`config.mk`:
```
export PLATFORM = sky130hd
export DESIGN_NAME = float_format_converter
export DESIGN_NICKNAME = d
export VERILOG_FILES = /design/src/ffc_pkg.sv /design/src/ffc_core.sv /design/src/float_format_converter.sv
export SDC_FILE = /design/constraint.sdc
export NUM_CORES = 1
export LEC_CHECK = 0
export ABC_AREA = 0
export BUFFER_PORTS_ARGS = -buffer_cell sky130_fd_sc_hd__buf_2
export CELL_PAD_IN_SITES_DETAIL_PLACEMENT = 1
export CELL_PAD_IN_SITES_GLOBAL_PLACEMENT = 2
export CORE_AREA = 2 2 157 159
export CTS_CLUSTER_DIAMETER = 150
export DETAILED_ROUTE_END_ITERATION = 7
export DIE_AREA = 0 0 159 161
export PLACE_DENSITY_LB_ADDON = 0.1
export SLEW_MARGIN = 20
export SYNTH_ARGS = -nofsm -noshare
export SYNTH_HDL_FRONTEND = slang
export SYNTH_HIERARCHICAL = 1
export SYNTH_SLANG_ARGS = --single-unit
```
`constraint.sdc`:
```
create_clock -name clk_i -period 6.1 [get_ports clk_i]
set_clock_uncertainty 0.1 [all_clocks]
set_input_delay 1.22 -clock clk_i [delete_from_list [all_inputs] [get_ports clk_i]]
set_output_delay 1.22 -clock clk_i [all_outputs]
set_load 0.01 [all_outputs]
```
`src/ffc_pkg.sv`:
```
// Package for the float format converter: mode codes and shared widths.
// No dependencies.
`default_nettype none
package ffc_pkg;
  localparam int unsigned ModeW = 4;
  localparam int unsigned WordW = 32;

  typedef enum logic [ModeW-1:0] {
    MODE_TO_F16     = 4'd0,
    MODE_FROM_F16   = 4'd1,
    MODE_TO_BF16    = 4'd2,
    MODE_FROM_BF16  = 4'd3,
    MODE_TO_E4FN    = 4'd4,
    MODE_FROM_E4FN  = 4'd5,
    MODE_TO_E4UZ    = 4'd6,
    MODE_FROM_E4UZ  = 4'd7,
    MODE_TO_E5      = 4'd8,
    MODE_FROM_E5    = 4'd9,
    MODE_TO_E5UZ    = 4'd10,
    MODE_FROM_E5UZ  = 4'd11
  } mode_e;

  localparam logic [31:0] F16RoundAdd = 32'hc8000fff;
  localparam logic [15:0] F16QNan     = 16'h7e00;
  localparam logic [15:0] F16Inf      = 16'h7c00;
  localparam logic [15:0] Bf16QNan    = 16'h7fc1;
  localparam logic [31:0] F32QNan     = 32'h7fc00000;
endpackage
`default_nettype wire

```
`src/ffc_core.sv`:
```
// Combinational conversion datapath for all twelve modes.
// Depends on ffc_pkg.
`default_nettype none
module ffc_core (
  input  wire logic [ffc_pkg::ModeW-1:0] mode_i,
  input  wire logic [ffc_pkg::WordW-1:0] operand_i,
  output logic      [ffc_pkg::WordW-1:0] result_o
);
  import ffc_pkg::*;

  logic [31:0] abs_w, f16_sum, bf_sum, sub_sig, sub_q;
  logic [15:0] to_f16;
  logic [31:0] from_f16, from_bf16;
  logic [7:0]  exp32;
  logic [6:0]  sh;
  logic [31:0] sub_rem, sub_half;
  logic [4:0]  h_e;
  logic [9:0]  h_m;
  logic [3:0]  lz_k;
  logic [7:0]  e4_enc, e4uz_enc, e5_enc, e5uz_enc;
  logic [31:0] e4_dec, e5_dec;
  logic signed [9:0] e4_b, e5_b;

  // fp32 -> fp16
  always_comb begin
    abs_w    = {1'b0, operand_i[30:0]};
    exp32    = operand_i[30:23];
    sub_sig  = {8'd0, 1'b1, operand_i[22:0]};
    sh       = 7'(8'd126 - exp32);
    sub_q    = 32'd0;
    sub_rem  = 32'd0;
    sub_half = 32'd0;
    f16_sum  = abs_w + F16RoundAdd + {31'd0, abs_w[13]};
    to_f16   = 16'd0;
    if (abs_w >= {1'b0, 8'd143, 23'd0}) begin
      to_f16 = (abs_w > 32'h7f800000) ? F16QNan : F16Inf;
    end else if (abs_w < {1'b0, 8'd113, 23'd0}) begin
      if (exp32 != 8'd0 && sh <= 7'd24) begin
        sub_q    = sub_sig >> sh;
        sub_rem  = sub_sig & ((32'd1 << sh) - 32'd1);
        sub_half = 32'd1 << (sh - 7'd1);
        if (sub_rem > sub_half || (sub_rem == sub_half && sub_q[0])) begin
          sub_q = sub_q + 32'd1;
        end
        to_f16 = sub_q[15:0];
      end
    end else begin
      to_f16 = f16_sum[28:13];
    end
    to_f16 = to_f16 | {operand_i[31], 15'd0};
  end

  // fp16 -> fp32, subnormals renormalized by a leading-one search on 10 bits
  always_comb begin
    h_e  = operand_i[14:10];
    h_m  = operand_i[9:0];
    lz_k = 4'd0;
    for (int i = 0; i < 10; i++) begin
      if (h_m[i]) lz_k = 4'(i);
    end
    if (h_e == 5'd31) begin
      from_f16 = {1'b0, 8'hff, h_m, 13'd0};
    end else if (h_e == 5'd0) begin
      if (h_m == 10'd0) from_f16 = 32'd0;
      else from_f16 = {1'b0, 8'(8'd103 + {4'd0, lz_k}),
                       23'({13'd0, h_m} << (5'd23 - {1'b0, lz_k}))};
    end else begin
      from_f16 = {1'b0, 8'({3'd0, h_e} + 8'd112), h_m, 13'd0};
    end
    from_f16[31] = operand_i[15];
  end

  // bf16 both ways
  always_comb begin
    bf_sum    = operand_i + {31'd0, operand_i[16]} + 32'h7fff;
    from_bf16 = (operand_i[14:0] > 15'h7f80) ? F32QNan : {operand_i[15:0], 16'd0};
  end

  // fp8 encode: biased exponent relative to fp32 field
  always_comb begin
    e4_b = $signed({2'b0, exp32}) - 10'sd120;
    e5_b = $signed({2'b0, exp32}) - 10'sd112;
    if (e4_b <= 0) begin
      e4_enc   = {operand_i[31], 7'd0};
      e4uz_enc = {operand_i[31], 4'd1, 1'b0, operand_i[22:21]};
    end else if (e4_b >= 10'sd15) begin
      e4_enc   = {operand_i[31], 4'hf, 3'd0};
      e4uz_enc = e4_enc;
    end else begin
      e4_enc   = {operand_i[31], e4_b[3:0], operand_i[22:20]};
      e4uz_enc = e4_enc;
    end
    if (e5_b <= 0) begin
      e5_enc   = {operand_i[31], 7'd0};
      e5uz_enc = {operand_i[31], 5'd1, 1'b0, operand_i[22]};
    end else if (e5_b >= 10'sd31) begin
      e5_enc   = {operand_i[31], 5'h1f, 2'd0};
      e5uz_enc = e5_enc;
    end else begin
      e5_enc   = {operand_i[31], e5_b[4:0], operand_i[22:21]};
      e5uz_enc = e5_enc;
    end
  end

  // fp8 decode
  always_comb begin
    if (operand_i[6:3] == 4'd0) e4_dec = {operand_i[7], 31'd0};
    else e4_dec = {operand_i[7], 8'({4'd0, operand_i[6:3]} + 8'd120), operand_i[2:0], 20'd0};
    if (operand_i[6:2] == 5'd0) e5_dec = {operand_i[7], 31'd0};
    else e5_dec = {operand_i[7], 8'({3'd0, operand_i[6:2]} + 8'd112), operand_i[1:0], 21'd0};
  end

  always_comb begin
    case (mode_i)
      MODE_TO_F16:    result_o = {16'd0, to_f16};
      MODE_FROM_F16:  result_o = from_f16;
      MODE_TO_BF16:   result_o = (abs_w > 32'h7f800000) ? {16'd0, Bf16QNan}
                                                         : {16'd0, bf_sum[31:16]};
      MODE_FROM_BF16: result_o = from_bf16;
      MODE_TO_E4FN:   result_o = {24'd0, e4_enc};
      MODE_TO_E4UZ:   result_o = {24'd0, e4uz_enc};
      MODE_TO_E5:     result_o = {24'd0, e5_enc};
      MODE_TO_E5UZ:   result_o = {24'd0, e5uz_enc};
      MODE_FROM_E4FN, MODE_FROM_E4UZ: result_o = e4_dec;
      MODE_FROM_E5,   MODE_FROM_E5UZ: result_o = e5_dec;
      default:        result_o = 32'd0;
    endcase
  end
endmodule
`default_nettype wire

```
`src/float_format_converter.sv`:
```
// Float format converter: fp32 to/from fp16, bf16 and four fp8 formats.
// Input reg holds mode and operand; the result reg registers the ffc_core output.
// Throughput: one transfer per cycle unless the sink stalls; ffc_core sets the clock.
// Stalls propagate back through ready; both stages keep flowing when unblocked.
// Reset (rst_ni low, async) clears both valid flags; payload regs are not reset.
// Depends on ffc_pkg and ffc_core.
`default_nettype none
module float_format_converter (
  input  wire logic                       clk_i,
  input  wire logic                       rst_ni,
  input  wire logic                       in_valid_i,
  output logic                            in_ready_o,
  input  wire logic [ffc_pkg::ModeW-1:0]  mode_i,
  input  wire logic [ffc_pkg::WordW-1:0]  operand_bits_i,
  output logic                            out_valid_o,
  input  wire logic                       out_ready_i,
  output logic      [ffc_pkg::WordW-1:0]  result_bits_o
);
  import ffc_pkg::*;

  logic             s1_vld_q, s2_vld_q;
  logic [ModeW-1:0] mode_q;
  logic [WordW-1:0] opnd_q, res_q, res_d;
  logic             s1_adv, s2_ready;

  // result stage takes a new word when empty or when its word leaves now
  assign s2_ready    = !s2_vld_q || out_ready_i;
  assign s1_adv      = s1_vld_q && s2_ready;
  assign in_ready_o  = !s1_vld_q || s2_ready;
  assign out_valid_o = s2_vld_q;
  assign result_bits_o = res_q;

  ffc_core u_core (
    .mode_i    (mode_q),
    .operand_i (opnd_q),
    .result_o  (res_d)
  );

  always_ff @(posedge clk_i or negedge rst_ni) begin
    if (!rst_ni) begin
      s1_vld_q <= 1'b0;
      s2_vld_q <= 1'b0;
    end else begin
      if (in_ready_o) s1_vld_q <= in_valid_i;
      if (s2_ready) s2_vld_q <= s1_vld_q;
    end
  end

  always_ff @(posedge clk_i) begin
    if (in_valid_i && in_ready_o) begin
      mode_q <= mode_i;
      opnd_q <= operand_bits_i;
    end
    if (s1_adv) res_q <= res_d;
  end

  // a held result must not change while the sink stalls
  a_hold: assert property (@(posedge clk_i) disable iff (!rst_ni)
    s2_vld_q && !out_ready_i |=> s2_vld_q && $stable(res_q))
    else $error("result changed under stall");
  // an accepted input reaches stage one
  a_take: assert property (@(posedge clk_i) disable iff (!rst_ni)
    in_valid_i && in_ready_o |=> s1_vld_q)
    else $error("accepted input lost");
  // stage one cannot be dropped while the result stage is full and stalled
  a_keep: assert property (@(posedge clk_i) disable iff (!rst_ni)
    s1_vld_q && s2_vld_q && !out_ready_i |=> s1_vld_q && $stable(opnd_q))
    else $error("stage one overwritten");
endmodule
`default_nettype wire
```
Word-level counts from Yosys, hierarchy flattened:

Cells that the tools add are included.

* output and inout bits: 34
* register bits: 70
* input bits: 40

* shifts and indexed selects: 4
* reduce and logical (&&, ||, !) cells: 17
* $lt $le $gt $ge: 10
* bitwise logic cells: 2
* add/subtract/negate cells: 15
* equality and inequality tests: 13
* mux-type cells: 28

Operators by type and width (number)
* one-hot mux 32 bit (10 select lines): 1
* two-way mux 31 bit: 5
* two-way mux 16 bit: 5
* << shifter 1 x 7 -> 32 bit (first input constant): 2
* two-way mux 7 bit: 6
* adder 32 x 1 -> 32 bit: 1
* adder 32 x 15 -> 32 bit (second input constant): 1
* bitwise AND 24 x 32 -> 32 bit: 1
* == test 32 bit: 1
* > comparator 32 bit: 1
* two-way mux 32 bit: 1
* subtractor 32 x 1 -> 32 bit (second input constant): 1
* greater-or-equal comparator 31 bit (second input constant): 1
* > comparator 31 bit (second input constant): 1
* < comparator 31 x 30 -> 1 bit (second input constant): 1
* adder 29 x 1 -> 29 bit: 1
* adder 29 x 28 -> 29 bit (second input constant): 1
* >> shifter 24 x 7 -> 16 bit: 1
* << shifter 10 x 5 -> 23 bit: 1
* less-or-equal comparator 9 x 1 -> 1 bit (second input constant): 2
* subtractor 8 x 7 -> 9 bit (second input constant): 2
* adder 16 x 1 -> 16 bit (second input constant): 1
* adder 5 x 7 -> 8 bit (second input constant): 2
* == test 4 x 3 -> 1 bit (second input constant): 4
* other kinds (27): 45

Logic depth before layout (Yosys ltp):

Gate-level depths: netlist of run 1.

* depth after elaboration: 15
* mapped depth: 27
* depth with buffers taken out: 20

By module:

The synthesis of run 1 kept the hierarchy.

Modules (own cells, without submodules)
* ffc_core: times used 1, area an instance 5900.7 um2, cells an instance 872
* float_format_converter: times used 1, area an instance 2145.8 um2, cells an instance 76

Least setup slack after synthesis of run 1:

Ideal clock, no wire load.

* path kind: register to register
* start point: register opnd_q[23]
* end point: register res_q[10], in the netlist result_bits_o[10], data pin
* cell stages (with the launch flop): 27
* path slack: 0.159 ns
* required time: 5.741 ns
* buffers on the path: 9
* arrival: 5.583 ns
* cell sequence: edfxtp_1 -> buf_6 -> buf_6 -> inv_2 -> buf_1 -> ha_1 -> buf_4 -> buf_4 -> buf_2 -> clkbuf_1 -> nand4_1 -> ha_1 -> clkbuf_1 -> o21ai_1 -> mux2_2 -> o22ai_1 -> and2_1 -> ha_1 -> nand4_1 -> nor3_1 -> a221oi_1 -> a211o_1 -> a31o_2 -> buf_6 -> nor3_1 -> a211oi_1 -> a211o_1

* longest elaborated chain between the ends: 13
* elaborated cells between the ends (all ways): 29

RTL lines
* from (decl): RTL line float_format_converter.sv:23 `logic [WordW-1:0] opnd_q, res_q, res_d;`
* from (signal assigned): RTL line float_format_converter.sv:52 `opnd_q <= operand_bits_i;`
* branches (longest 12 deep; another with subtractor 32 x 1 -> 32 bit)
* one-hot mux 32 bit (10 select lines) (*): RTL line ffc_core.sv:114 `case (mode_i)`
* via res_d[10]: RTL line float_format_converter.sv:23
* to (signal assigned): RTL line float_format_converter.sv:54 `if (s1_adv) res_q <= res_d;`
* to (decl): RTL line float_format_converter.sv:23

Mark *: on every way through the listed nets, which the timed path passes.
A chain may end at the register's enable or synchronous reset.

Worst setup path after layout of run 1:

* start point: register opnd_q[27]
* end point: register res_q[10], in the netlist result_bits_o[10], data pin

The elaborated chain is that of the path after synthesis.

==> results of run 1 <==
-- worst register-to-register path: cells and delay by family, from the launching register on --
family,cells,cell delay [ps]
AOI/OAI and AO/OA,7,1730
xor gates and xnor gates,1,230
adders and majority gates,2,610
DFF,1,530
and+or+nand+nor,8,2090
-- metal layers --
metal / vias to the layer above / part of all wire / GRT usage
li1: 3639 / - / -
met4: 0 / 0.021 / 0.0740
met5: - / 0 / 0
met1: 3958 / 0.47 / 0.363
met2: 252 / 0.45 / 0.402
met3: 38 / 0.056 / 0.0475
-- cell usage after synthesis, types with 15 or more instances --
library cell / number / area share
mux2i_1: 38 / 0.047
edfxtp_1: 68 / 0.25
clkbuf_1: 43 / 0.020
nand2_1: 103 / 0.048
a21oi_1: 61 / 0.038
nor2b_1: 19 / 0.015
xnor2_1: 42 / 0.046
ha_1: 39 / 0.061
nand3_1: 41 / 0.026
o21ai_0: 49 / 0.030
inv_1: 19 / 0.0089
nor3_1: 25 / 0.016
nand4_1: 17 / 0.013
mux4_2: 15 / 0.042
mux2_2: 18 / 0.025
and2_1: 20 / 0.016
nor2_1: 79 / 0.037
-- layout make-up --
cell class,count,area (sq um)
fill,2898,14900
clock buffer,9,225
clock inverter,7,72.6
inverter,22,82.6
multi-input combinational,785,5560
tap,324,405
timing repair buffer,108,628
sequential,70,2090
-- cells by family (layout without fill, tap and decap cells) --
logic type	Yosys count	in the layout	share of synthesized area
buffers and inverters	93	146	0.0530
multiplexers	72	72	0.118
flip-flops	70	70	0.260
AO/OA/AOI/OAI	239	239	0.203
AND/OR/NAND/NOR	379	379	0.240
adder cells (fa/ha/maj)	39	39	0.0606
XOR/XNOR	56	56	0.0656
-- registers in the layout, summed over array words and instances, names as in the netlist --
| register | count |
|---|---|
| out_valid_o | 1 |
| s1_vld_q | 1 |
| opnd_q | 32 |
| mode_q | 4 |
| result_bits_o | 32 |
-- stage by stage --
stage	hold WS [ps]	std cells	instance area, sq um	worst slack (ps)	power (mW)
floorplan	411	948	8050	159	1.00
detailed placement	449	1309	8750	458	1.20
CTS	466	1325	9050	462	1.76
global route	499	1325	9060	47.3	1.84
finish	460	1325	9060	578	1.75
global placement	443	1309	8750	635	1.20
-- power by group --
part	internal [mW]	total, mW	switching [mW]
clock network	0.290	0.554	0.265
registers	0.572	0.630	0.0578
logic	0.218	0.568	0.350
total	1.08	1.75	0.673
-- path summary, 6_finish.rpt --
check / slack (ps) / depth (start not counted) / to / startpoint
max in group asynchronous: 5260 / 1 / s1_vld_q / rst_ni
min in group asynchronous: 530 / 1 / out_valid_o / rst_ni
min reg2reg: 460 / 1 / out_valid_o / s1_vld_q
max reg2reg: 580 / 18 / result_bits_o[10] / opnd_q[27]
min: 460 / 1 / out_valid_o / s1_vld_q
max: 580 / 18 / result_bits_o[10] / opnd_q[27]
-- what timing repair did --
| action | CTS | global route |
|---|---|---|
| setup endpoints to repair | 0 | 2 |
| resized for setup | 0 | 1 |
| hold endpoints to repair | 0 | 0 |
==> flow_summary.toml, run 1 <==
[synthesis]
synth_edf_count = 68
ys_async_sr_fraction = 0.0286
synth_cell_types = 93
syn_area_sq_um = 8050
synthFlopType = "edfxtp_1"
ys_seq_area_frac = 0.260
ys_warn_count = 6
synth.avg_cell_area_sq_um = 8.49
synth_seq_cells = 70
syn_inst = 948
synth_nets = 1027

[final_layout]
layout_common_cells = "nand2_1, nor2_1, buf_2"
drive_above_1_share = 0.207
fin_util = 0.378
area_delta_synth_final_pct = 12.6
antenna_cells = 0
final_common_cell = "nand2_1"
nets = 1075

[critical_path]
cp-start-kind = "flop"
slowest_delay_ps = 530
critPathTopFamily = "simple AND/OR/NAND/NOR gates"
cp_max_fo = 10
crit_buf_inv = 0
path_cells = "ha_1 > nand2b_1 > nand3_1 > nand2_2 > xnor2_1 > and3_1 > o21ai_0 > nor3_1 > nand2_1 > ha_1 > nand2_1 > o21ai_0 > a221oi_1 > a211o_1 > a31o_2 > nor3_1 > a211oi_1 > a211o_1"
cp_data_required_time_ps = 6120
crit_arrival_ps = 5540
crit_type = "flop to flop"
crit_slowest_cell = "edfxtp_1"
cp-end-kind = "flop"

[timing]
max_freq_ghz = 0.181
hold_viol = 0
worst_pin_slew_ps = 1020
rsz0062_at_grt = "false"
tns_ps = 0
fin_crit_ps = 5520
finalSetupViolCount = 0
slew_headroom = 0.317
drv_slew = 0
fin_crit_sh = 0.905

[floorplan]
die_w_um = 159
core_area_sq_um = 24000
io_pins = 74
die-area_sq_um = 25600
start_util = 0.336
fp.dieH_um = 161
row_count = 57

[detailed_routing]
drtIter0Drc = 614
viasPerCell = 5.95
drt-total-wl_um = 33000
wire_per_inst_um = 24.9
firstDrtPassIters = 5
ant_nets = 0
drc = 0
vias = 7887

[grt]
antenna_found_initial = 0
grt_max_degree = 37
track_usage = 0.257
grt_pass1_vias = 7916
grt-ovfl-total = 0
grt_pass1_wl_um = 50000

[clock_network]
post-cts-setup-buffers = 0
clockRootBuffer = "clkbuf_16"
cts_htree_levels = 3
cts.sinks = 70
cts_tree = "done"
cts_hold_buf = 0
cts.path.max_buffers = 2
path_clk_slew_ps = 80
numCtsBuffers = 9
clk_latency_ps = 360

[job]
cap_violations = 0

[place]
hpwl_um = 25000
io_buffers = 73
place_congestion = 0.869

[power]
leakagePower_nw = 3.35
power_density_nw_per_um2 = 193
vdd_drop_max_uv = 133

[worst_hold_path]
min_path_type = "flop to flop"

[outcome]
outcome = "completed"
Note: power is estimated with default switching activity, not from simulation.
==> inputs of run 2 (changes only) <==
==> constraint.sdc (replaced) <==
create_clock -name clk_i -period 4.55 [get_ports clk_i]
set_clock_uncertainty 0.1 [all_clocks]
set_input_delay 0.91 -clock clk_i [delete_from_list [all_inputs] [get_ports clk_i]]
set_output_delay 0.91 -clock clk_i [all_outputs]
set_load 0.01 [all_outputs]
==> flow_summary.toml, run 2 (synthesized netlist as in run 1, its figures left out) <==
[critical_path]
reg2reg_from = "opnd_q[27]"
reg2reg_slack_ps = -170
slowest_delay_ps = 480
cp-start-kind = "flop"
cp_data_required_time_ps = 4550
path_cells = "ha_2 > nand2b_4 > a21o_4 > a22oi_2 > nand4_1 > ha_4 > o21ai_4 > buf_4 > xnor2_1 > and2_1 > ha_1 > nand4_1 > a21oi_1 > o21bai_1 > a211o_1 > a31o_4 > nor2_4 > xor2_2 > o211ai_1"
cpMostUsedCell = "nand4_1"
reg2reg_to = "result_bits_o[3]"
crit_arrival_ps = 4720
r2r_cells = 19
crit_type = "flop to flop"
cp_max_fo = 6
cp-end-kind = "flop"
crit_slowest_cell = "edfxtp_1"

[final_layout]
antenna_cells = 0
layout_common_cells = "buf_4, nand2_1, nor2_1"
ff_latch_area_sq_um = 2090
drive_above_1_share = 0.310
area_delta_synth_final_pct = 26.1
multi_input_area_sq_um = 5850
post_layout_nonfiller_instances = 1429
final_common_cell = "buf_4"
nets = 1179
fin_area_sq_um = 10100
num-fill-cells = 2911

[detailed_routing]
drtIter0Drc = 669
firstDrtPassIters = 5
wire_per_inst_um = 23.8
ant_nets = 0
viasPerCell = 5.75
drc = 0
vias = 8214
drt-total-wl_um = 34000

[grt]
grt_util_met2 = 0.422
gr-usage-met3 = 0.0401
grt_use_met1 = 0.366
grt-ovfl-total = 0
grt_pass1_wl_um = 51300
antenna_found_initial = 1
track_usage = 0.263
grt_pass1_vias = 8309
grt_max_degree = 37
top_usage_layer = "met2"

[timing]
hold_viol = 0
worst_pin_slew_ps = 1080
finalWorstSetupSlack_ps = -171
fin_crit_sh = 1.04
finalSetupViolCount = 16
max_freq_ghz = 0.212
holdWs_ps = 229
drv_slew = 0
rsz0062_at_grt = "true"
fin_crit_ps = 4720
slew_headroom = 0.274

[place]
io_buffers = 73
place_congestion = 0.907
placed_cells = 1402
post_dp_cell_area_sq_um = 9590
place_ws_ps = -349
hpwl_um = 26200

[power]
power_frac_seq = 0.338
vdd_drop_max_uv = 162
sw_frac_of_total = 0.383
p_switching_mw = 0.951
power_density_nw_per_um2 = 245
leakagePower_nw = 3.93
intPower_mw = 1.53
combinationalPowerShare = 0.359
clockPowerShare = 0.304
total_power_mw = 2.48

[clock_network]
clk_latency_ps = 360
cts_htree_levels = 3
numCtsBuffers = 9
path_clk_slew_ps = 90
clockRootBuffer = "clkbuf_16"
cts.sinks = 70
cts_hold_buf = 0
cts_tree = "done"
cts.path.max_buffers = 2

[floorplan]
io_pins = 74
die_w_um = 159
row_count = 57
core_area_sq_um = 24000
fp.dieH_um = 161
start_util = 0.336
die-area_sq_um = 25600

[outcome]
violations = "setup timing"
outcome = "finished with violations"

[worst_hold_path]
min_path_type = "input pin to asynchronous set/reset pin"

[job]
cap_violations = 0
run 2: cell count changes in the layout (fill, tap and decap cells not counted), moves of 3 or more:
cell,delta
buf_4,+101
o21ai_0,-3
ha_1,-6
nor4_4,+3
ha_4,+5
run 2: layout make-up:
type | count | share of cell area
Clock buffer | 9 | 0.0222
Clock inverter | 7 | 0.00666
Inverter | 22 | 0.00888
Multi-Input combinational cell | 786 | 0.576
Sequential cell | 70 | 0.206
Tap cell | 324 | 0.0399
Timing Repair Buffer | 211 | 0.140
run 2: per-stage QoR:
step / util / TNS (ps)
final: 0.424 / -2110
after global routing: 0.424 / -5350
after CTS: 0.420 / -1870
after detailed placement: 0.400 / -4250
after global placement: 0.400 / -2750
after floorplan: - / -2490
run 2: worst max-delay path by stage:
stage | endpoint | depth (start not counted) | start
floorplan | result_bits_o[10] | 27 | opnd_q[23]
global placement | result_bits_o[3] | 17 | opnd_q[24]
detailed placement | result_bits_o[3] | 17 | opnd_q[24]
CTS | result_bits_o[10] | 20 | opnd_q[27]
global route | result_bits_o[6] | 20 | opnd_q[27]
finish | result_bits_o[3] | 19 | opnd_q[27]
run 2: critical path, delay by kind of cell (launching register included):
kind	cells	cell delay, ps
fa+ha+maj	3	770
simple gates	5	890
compound gates	8	1760
flops	1	480
xor+xnor	2	280
buf+inv	1	160
run 2: timing repair:
item,in CTS,in global routing
pin swaps,16,11
cloned,1,0
setup buffers,9,2
resized for setup,20,15
endpoints found under the setup margin,16,16
run 2: layer usage:
layer	wire length, um	vias to the layer above
met2	15400	275
met5	0	-
li1	-	3857
met1	15900	4040
met4	850	0
met3	1770	42
run 2: power groups by stage:
stage / sequential (mW) / clock, mW / combinational (mW)
2_1_floorplan: 0.815 / 0 / 0.548
3_3_place_gp: 0.852 / 0 / 0.845
3_5_place_dp: 0.852 / 0 / 0.848
4_1_cts: 0.839 / 0.769 / 0.871
5_1_grt: 0.846 / 0.785 / 0.956
6_report: 0.839 / 0.754 / 0.891
==> inputs of run 3 (changes only) <==
--- a/config.mk
+++ b/config.mk
@@ -5,14 +5,14 @@
 export SDC_FILE = /design/constraint.sdc
 export NUM_CORES = 1
 export LEC_CHECK = 0
-export ABC_AREA = 0
+export ABC_AREA = 1
 export BUFFER_PORTS_ARGS = -buffer_cell sky130_fd_sc_hd__buf_2
 export CELL_PAD_IN_SITES_DETAIL_PLACEMENT = 1
 export CELL_PAD_IN_SITES_GLOBAL_PLACEMENT = 2
-export CORE_AREA = 2 2 157 159
+export CORE_AREA = 2 2 168 170
 export CTS_CLUSTER_DIAMETER = 150
 export DETAILED_ROUTE_END_ITERATION = 7
-export DIE_AREA = 0 0 159 161
+export DIE_AREA = 0 0 170 172
 export PLACE_DENSITY_LB_ADDON = 0.1
 export SLEW_MARGIN = 20
 export SYNTH_ARGS = -nofsm -noshare
==> flow_summary.toml, run 3 <==
[synthesis]
synth.avg_cell_area_sq_um = 6.38
ys_seq_area_frac = 0.259
syn_area_sq_um = 8070
synth_seq_cells = 70
synthFlopType = "edfxtp_1"
synth_edf_count = 68
synth_cell_types = 50
ys_warn_count = 6
ys_async_sr_fraction = 0.0286
synthTopCellsByArea = "edfxtp_1, nand2_1, nand3_1"
yosysTopAreaCellShare = 0.253
yosysTopAreaCell = "edfxtp_1"
syn_inst = 1265
synthMostInstantiatedCell = "nand2_1"
synth_nets = 1344
synth_common_cells = "nand2_1, inv_1, nor2_1"

[grt]
antenna_found_initial = 2
grt_pass1_wl_um = 57900
grt-ovfl-total = 0
grt_pass1_vias = 9812
grt_max_degree = 37
track_usage = 0.263

[critical_path]
reg2reg_slack_ps = -520
r2r_cells = 34
cp_data_required_time_ps = 4540
crit_buf_inv = 6
cp-start-kind = "flop"
reg2reg_to = "result_bits_o[7]"
cp-end-kind = "flop"
crit_type = "flop to flop"
cp_max_fo = 6
crit_slowest_cell = "edfxtp_1"
crit_arrival_ps = 5060
slowest_delay_ps = 460
critPathTopFamily = "simple AND/OR/NAND/NOR gates"
reg2reg_from = "opnd_q[23]"
cpMostUsedCell = "nand2_2"

[final_layout]
final_common_cell = "nand2_1"
num-fill-cells = 3574
drive_above_1_share = 0.267
antenna_cells = 0
layout_common_cells = "nand2_1, buf_4, inv_1"
area_delta_synth_final_pct = 34.2
nets = 1571

[timing]
drv_slew = 0
hold_viol = 0
slew_headroom = 0.409
rsz0062_at_grt = "true"
fin_crit_ps = 5070
finalSetupViolCount = 16
fin_crit_sh = 1.11
max_freq_ghz = 0.197
finalWorstSetupSlack_ps = -515
worst_pin_slew_ps = 885
holdWs_ps = 223

[floorplan]
core_area_sq_um = 27500
fp.dieH_um = 172
start_util = 0.294
io_pins = 74
row_count = 61
die_w_um = 170
die-area_sq_um = 29200

[clock_network]
path_clk_slew_ps = 70
cts.path.max_buffers = 2
numCtsBuffers = 9
cts.sinks = 70
cts_tree = "done"
cts_htree_levels = 3
clockRootBuffer = "clkbuf_16"
clk_latency_ps = 360
cts_hold_buf = 0

[detailed_routing]
drc = 0
ant_nets = 0
drtIter0Drc = 552
drt-total-wl_um = 38100
wire_per_inst_um = 20.6
firstDrtPassIters = 6
viasPerCell = 5.26
vias = 9696

[power]
vdd_drop_max_uv = 153
total_power_mw = 2.65
power_density_nw_per_um2 = 245
leakagePower_nw = 5.00

[place]
place_congestion = 0.915
hpwl_um = 30800
io_buffers = 73

[worst_hold_path]
min_path_type = "input pin to asynchronous set/reset pin"

[job]
cap_violations = 0

[outcome]
violations = "setup timing"
outcome = "finished with violations"
[run 3: changes by cell type in the layout (fill, tap and decap cells not counted), sizes merged, moves of 16 or more]
cell and change:
o21ai +44, nor2 +86, nand4 +32, and2 -22
nor2b -19, xnor2 -44, buf +50, nand3 +109
a21oi -17, nand2 +194, mux2 -18, mux4 -16
inv +141, mux2i -38
[run 3: cell type report]
cell class	count	area, sq um	share of cell area
timing repair buffer	261	1830	0.169
tap	346	433	0.0400
clock inverter	7	86.3	0.00797
clock buffer	9	225	0.0208
inverter	170	661	0.0610
multi-input combinational	980	5500	0.508
sequential	70	2090	0.193
[run 3: metrics by stage]
step                setup slack, ps   util  cells  setup TNS (ps)  instance area [sq um]
finish                         -515  0.394   1843           -7260                  10800
global route                   -855  0.394   1843          -12910                  10800
CTS                            -446  0.387   1837           -6360                  10600
detailed placement             -780  0.366   1811          -11510                  10100
global placement               -587  0.366   1811           -8520                  10100
floorplan                      -130      -   1265            -410                   8210
[run 3: how the worst max path moves through the flow]
| stage | start | to | slack, ps | cells past startpoint |
|---|---|---|---|---|
| 6_report | opnd_q[23] | result_bits_o[7] | -520 | 34 |
| 5_1_grt | opnd_q[23] | result_bits_o[7] | -850 | 34 |
| 4_1_cts | opnd_q[23] | result_bits_o[7] | -450 | 34 |
| 3_5_place_dp | opnd_q[23] | result_bits_o[7] | -780 | 34 |
| 3_3_place_gp | opnd_q[23] | result_bits_o[7] | -590 | 31 |
| 2_1_floorplan | opnd_q[24] | result_bits_o[6] | -130 | 34 |
[run 3: what timing repair did]
action / CTS / global route
buffers inserted: 10 / 6
resized for setup: 46 / 46
pin swaps: 21 / 40
gates cloned: 1 / 0
endpoints found under the setup margin: 16 / 16
[run 3: layer usage]
metal / GRT usage / up-vias / part of all wire
met5: 0 / - / 0.00068
met4: 0.0617 / 4 / 0.022
met1: 0.349 / 4681 / 0.46
met3: 0.0343 / 51 / 0.034
li1: - / 4756 / -
met2: 0.455 / 204 / 0.48
[run 3: cell families after synthesis]
group | share of synthesized area
adders and majority gates | 0.0605
AOI/OAI and AO/OA | 0.143
xor gates and xnor gates | 0.0273
DFF | 0.259
and+or+nand+nor | 0.403
buffers and inverters | 0.107
[run 3: power breakdown]
group	internal (mW)	leakage, nW	total [mW]	switching [mW]
registers	0.768	0.687	0.820	0.0518
logic	0.396	4.16	1.07	0.674
clock network	0.437	0.150	0.763	0.325
